### config.mk
export PLATFORM = sky130hd
export DESIGN_NAME = puc_tracker
export DESIGN_NICKNAME = d
export VERILOG_FILES = /design/src/rtl/puc_pkg.sv /design/src/rtl/puc_tracker.sv
export SDC_FILE = /design/constraint.sdc
export NUM_CORES = 1
export LEC_CHECK = 0
export ABC_AREA = 1
export BUFFER_PORTS_ARGS = -buffer_cell sky130_fd_sc_hd__buf_2
export CAP_MARGIN = 20
export CORE_MARGIN = 4
export CORE_UTILIZATION = 60
export CTS_CLUSTER_DIAMETER = 200
export DETAILED_ROUTE_END_ITERATION = 8
export GPL_TIMING_DRIVEN = 0
export PLACE_DENSITY = 0.83
export RECOVER_POWER = 100
export SETUP_SLACK_MARGIN = 0.15
export SLEW_MARGIN = 20
export SYNTH_ARGS = -nofsm -noshare
export SYNTH_HDL_FRONTEND = slang
export SYNTH_SLANG_ARGS = --single-unit
export TNS_END_PERCENT = 10
### constraint.sdc
create_clock -name clk -period 3.2 [get_ports clk]
set_input_delay 0.48 -clock clk [delete_from_list [all_inputs] [get_ports clk]]
set_output_delay 0.48 -clock clk [all_outputs]
set_load 0.005 [all_outputs]
### src/rtl/puc_pkg.sv
// shared types and constants for the passphrase utf-8 checker
// no dependencies; imported by every module of the block

package puc_pkg;

  localparam logic [7:0] BYTE_END     = 8'h00;
  localparam logic [7:0] BYTE_TAB     = 8'h09;
  localparam logic [7:0] BYTE_SPACE   = 8'h20;
  localparam logic [7:0] BYTE_DEL     = 8'h7f;
  localparam logic [7:0] BYTE_CONT_LO = 8'h80;
  localparam logic [7:0] BYTE_CONT_HI = 8'hbf;
  localparam logic [7:0] BYTE_MID_LO  = 8'h90;
  localparam logic [7:0] BYTE_UPR_LO  = 8'ha0;
  localparam logic [7:0] BYTE_LEAD2   = 8'hc2;
  localparam logic [7:0] BYTE_LEAD3   = 8'he0;
  localparam logic [7:0] BYTE_SURR    = 8'hed;
  localparam logic [7:0] BYTE_LEAD4   = 8'hf0;
  localparam logic [7:0] BYTE_LEAD4_HI = 8'hf4;

  // allowed range of the next continuation byte
  typedef enum logic [2:0] {
    KIND_NORMAL,  // 80..bf
    KIND_E0,      // a0..bf
    KIND_ED,      // 80..9f
    KIND_F0,      // 90..bf
    KIND_F4       // 80..8f
  } lead_kind_t;

  // per-byte decode
  typedef struct packed {
    logic       control;    // forbidden control byte
    logic       ascii;      // single-byte character
    logic [1:0] due_len;    // continuations a lead asks for, zero if not a lead
    lead_kind_t lead_kind;  // range rule for the first continuation
    logic       cont_lo;    // 80..8f
    logic       cont_mid;   // 90..9f
    logic       cont_hi;    // a0..bf
  } byte_class_t;

  typedef struct packed {
    logic basic;
    logic strict;
  } verdict_t;

endpackage

### src/rtl/puc_tracker.sv
// string state: saturating counts, control flag and utf-8 decoder state
// depends on puc_pkg; fed by puc_byte_class

module puc_tracker #(
  parameter int MAX_BYTES = 128,
  parameter int MIN_CHARS = 8
) (
  input  logic                 clk,
  input  logic                 rst,
  input  logic                 step,
  input  logic                 is_end,
  input  puc_pkg::byte_class_t cls,
  output puc_pkg::verdict_t    verdict
);
  import puc_pkg::*;

  localparam int CW = $clog2(MAX_BYTES + 2);
  localparam int NW = $clog2(MIN_CHARS + 1);

  logic [CW-1:0] byte_count, byte_count_next;
  logic [NW-1:0] char_count, char_count_next;
  logic          control_seen, control_seen_next;
  logic          utf8_error, utf8_error_next;
  logic [1:0]    continuations_due, continuations_due_next;
  lead_kind_t    lead_kind, lead_kind_next;
  logic          cont_ok;

  always_comb begin
    unique case (lead_kind)
      KIND_NORMAL: cont_ok = cls.cont_lo | cls.cont_mid | cls.cont_hi;
      KIND_E0:     cont_ok = cls.cont_hi;
      KIND_ED:     cont_ok = cls.cont_lo | cls.cont_mid;
      KIND_F0:     cont_ok = cls.cont_mid | cls.cont_hi;
      KIND_F4:     cont_ok = cls.cont_lo;
      default:     cont_ok = 1'b0;
    endcase
  end

  always_comb begin
    logic char_inc;
    char_inc               = 1'b0;
    byte_count_next        = byte_count;
    char_count_next        = char_count;
    control_seen_next      = control_seen;
    utf8_error_next        = utf8_error;
    continuations_due_next = continuations_due;
    lead_kind_next         = lead_kind;
    if (step && is_end) begin
      byte_count_next        = '0;
      char_count_next        = '0;
      control_seen_next      = 1'b0;
      utf8_error_next        = 1'b0;
      continuations_due_next = 2'd0;
      lead_kind_next         = KIND_NORMAL;
    end else if (step) begin
      if (byte_count < CW'(MAX_BYTES + 1)) byte_count_next = byte_count + 1'b1;
      if (cls.control) control_seen_next = 1'b1;
      if (!utf8_error) begin
        if (continuations_due != 2'd0) begin
          lead_kind_next = KIND_NORMAL;
          if (!cont_ok) begin
            utf8_error_next        = 1'b1;
            continuations_due_next = 2'd0;
          end else begin
            continuations_due_next = continuations_due - 2'd1;
            char_inc               = (continuations_due == 2'd1);
          end
        end else if (cls.ascii) begin
          char_inc = 1'b1;
        end else if (cls.due_len != 2'd0) begin
          continuations_due_next = cls.due_len;
          lead_kind_next         = cls.lead_kind;
        end else begin
          utf8_error_next = 1'b1;
        end
      end
      if (char_inc && (char_count < NW'(MIN_CHARS))) char_count_next = char_count + 1'b1;
    end
  end

  always_ff @(posedge clk) begin
    if (rst) begin
      byte_count        <= '0;
      char_count        <= '0;
      control_seen      <= 1'b0;
      utf8_error        <= 1'b0;
      continuations_due <= 2'd0;
      lead_kind         <= KIND_NORMAL;
    end else begin
      byte_count        <= byte_count_next;
      char_count        <= char_count_next;
      control_seen      <= control_seen_next;
      utf8_error        <= utf8_error_next;
      continuations_due <= continuations_due_next;
      lead_kind         <= lead_kind_next;
    end
  end

  always_comb begin
    verdict.basic  = (byte_count != '0) && (byte_count <= CW'(MAX_BYTES)) && !control_seen;
    verdict.strict = verdict.basic && !utf8_error && (continuations_due == 2'd0) &&
                     (char_count >= NW'(MIN_CHARS));
  end

endmodule

==> results.yml <==
outcome:
  outcome: "finished clean"
sta:
  setup_tns_ps: 0
  setup_violations: 0
  layout_min_cycle_time_ps: 2150
  hold_viol: 0
  fin_skew_ps: 3.26
  drv_slew: 0
  timing.slew.headroom: 0.683
  worst_slew_pin_slew_ps: 476
  rsz0062_at_grt: "no"
  fmax_mhz: 465
  final.period_utilization: 0.672
layout:
  drive_above_1_share: 0.153
  nets: 192
  seq_area_um2: 380
  n_antenna_cell: 0
  multiInputGateArea_um2: 604
  fill_cells: 156
  final_cells: 195
  area_growth_pct: 6.99
die:
  initial_utilization: 0.649
  ioPinCount: 16
  die_x_um: 51.7
  die_area_mm2: 0.00267
  rows: 15
  core_area_mm2: 0.00176
  fp.dieH_um: 51.7
pwr:
  p_comb_frac: 0.189
  p_sw_w: 0.000131
  swShare: 0.288
  seq_power_share: 0.549
  p_int_w: 0.000325
  power_leakage_nw: 0.530
  ir_drop_v: 0.000379
  p_clk_frac: 0.263
  power_density_mw_per_mm2: 372
place:
  gp_congestion: 0.817
  place_inst: 191
  io_buffers: 14
  hpwlAfterDp_mm: 1.89
clock_tree:
  cts.clk_slew.worst_paths_ps: 100
  cts_tree: "built"
  hold_buffers: 0
  clk_latency_ps: 290
  htree_levels: 1
  clk_path_buf_depth: 2
  tritoncts.num_buffers: 3
  cts-root-buf: "clkbuf_4"
  clock_sinks: 19
  ctsResizeCount: 0
  postCtsSetupBuffers: 0
route:
  drt_first_iter_violations: 44
  vias: 1019
  drc: 0
  wl_met1_mm: 1.07
  wl_mm: 2.37
  top_layer: "met4"
  drt_first_pass_iters: 5
  drt-vias-per-instance: 5.23
  wire_per_inst_um: 12.2
  wl_met3_um: 85
  final_antenna_net_count: 0
  met2_wirelength_mm: 1.18
global_routing:
  grt_first_pass_wirelength_mm: 4.11
  antenna_found_initial: 0
  grt_usage: 0.207
  grt_pass1_vias: 986
  overflow: 0
  grt_max_degree: 11
job:
  max_cap_violations: 0
synthesis:
  syn_area_per_cell_um2: 7.53
  yosys_warnings: 0
  ys_types: 26
  synth-seq-area-share: 0.332
  synth-seq-cells: 19
  syn_inst: 152
  synth_nets: 173
  netlist_area_mm2: 0.00114
setup_path:
  start_kind: "flop"
  critPathMaxFanout: 8
  worstPathArrival_ps: 1670
  worstRegToRegCells: 10
  crit_required_ps: 2720
  timing.critical_path.to_type: "primary output"
  criticalPathCategory: "flop to primary output"
hold_path:
  whs_path_depth: 3
  hp-class: "input pin to flop"
==> power by group through the flow <==
stage / logic (W) / clock network [W] / registers, W
floorplan: 0.0000689 / 0 / 0.000255
global placement: 0.0000897 / 0 / 0.000255
detailed placement: 0.0000940 / 0 / 0.000256
CTS: 0.0000945 / 0.000123 / 0.000250
global route: 0.0000982 / 0.000134 / 0.000251
finish: 0.0000861 / 0.000120 / 0.000250
==> cells by family (layout without fill, tap and decap cells) <==
logic type | Yosys count | count (layout) | share of synthesized area
AND/OR/NAND/NOR | 63 | 63 | 0.294
AO/OA/AOI/OAI | 31 | 31 | 0.158
buffers and inverters | 28 | 46 | 0.108
flip-flops | 19 | 19 | 0.332
adder cells (fa/ha/maj) | 7 | 7 | 0.0765
XOR/XNOR | 4 | 4 | 0.0306
==> worst max-delay path, cell delays in order (launching register included) <==
cell      delay, ps
dfxtp_1         340
inv_1            70
ha_1            150
clkbuf_1        290
inv_1           150
nor4_1          240
clkbuf_1        140
==> final cells by class <==
cell class | instances | share of cell area
inverters | 25 | 0.0776
repair buffers | 14 | 0.0562
well taps | 25 | 0.0255
plain buffers | 3 | 0.0153
multi-input cells | 105 | 0.493
clock buffers | 4 | 0.0215
flip-flops and latches | 19 | 0.311
==> metrics by stage <==
stage	worst slack (ps)	hold slack, ps	instance area, um2	util	total power, W
finish	1050	445	1220	0.694	0.000456
CTS	1110	442	1270	0.721	0.000468
detailed placement	1450	468	1250	0.706	0.000350
floorplan	1640	451	1140	-	0.000324
global placement	1480	464	1250	0.706	0.000345
global route	879	455	1220	0.694	0.000483
==> layer usage <==
layer	up-vias	track usage
met5	-	0
met4	0	0.0873
met3	5	0.0372
met2	18	0.375
met1	464	0.236
li1	532	-
==> worst paths after layout <==
kind,from,endpoint,slack [ps]
worst max register to register,continuations_due[0],continuations_due[0],1400
worst min register to register,lead_kind[1],lead_kind[1],490
worst max-delay path,continuations_due[0],verdict[0],1050
worst min-delay path,cls[9],control_seen,440
==> cells in the mapped netlist <==
cell type	n	area (um2)
a21oi_4	1	16.3
nand4_4	1	21.3
nand2_4	1	11.3
buf_2	1	5.00
nor3_2	4	40.0
nor3_1	2	10.0
buf_6	2	22.5
inv_1	24	90.1
and3_2	1	7.51
nand2_1	25	93.8
a21oi_1	19	95.1
nand2_2	2	12.5
dfxtp_1	19	380
nor4_1	1	6.26
nand3_1	9	45.0
o21ai_0	6	30.0
o21ai_2	1	8.76
a21oi_2	1	8.76
a211oi_1	3	22.5
ha_1	7	87.6
xor2_1	4	35.0
nor2_2	1	6.26
inv_4	1	6.26
nor3_4	1	16.3
nor2_1	11	41.3
nand4_1	4	25.0
==> cells in the final DEF (no fill, tap or decap), drive strengths merged <==
master    instances
nand3             9
nand4             5
buf              14
nor2             12
and3              1
ha                7
o21ai             7
clkinvlp          1
nor4              1
xor2              4
dfxtp            19
inv              24
a211oi            3
nand2            28
clkbuf            7
nor3              7
a21oi            21
==> state kept, by name (all words and copies together) (netlist names) <==
signal             cells
char_count             4
byte_count             8
utf8_error             1
continuations_due      2
control_seen           1
lead_kind              3
(Power assumes the default switching activity.)
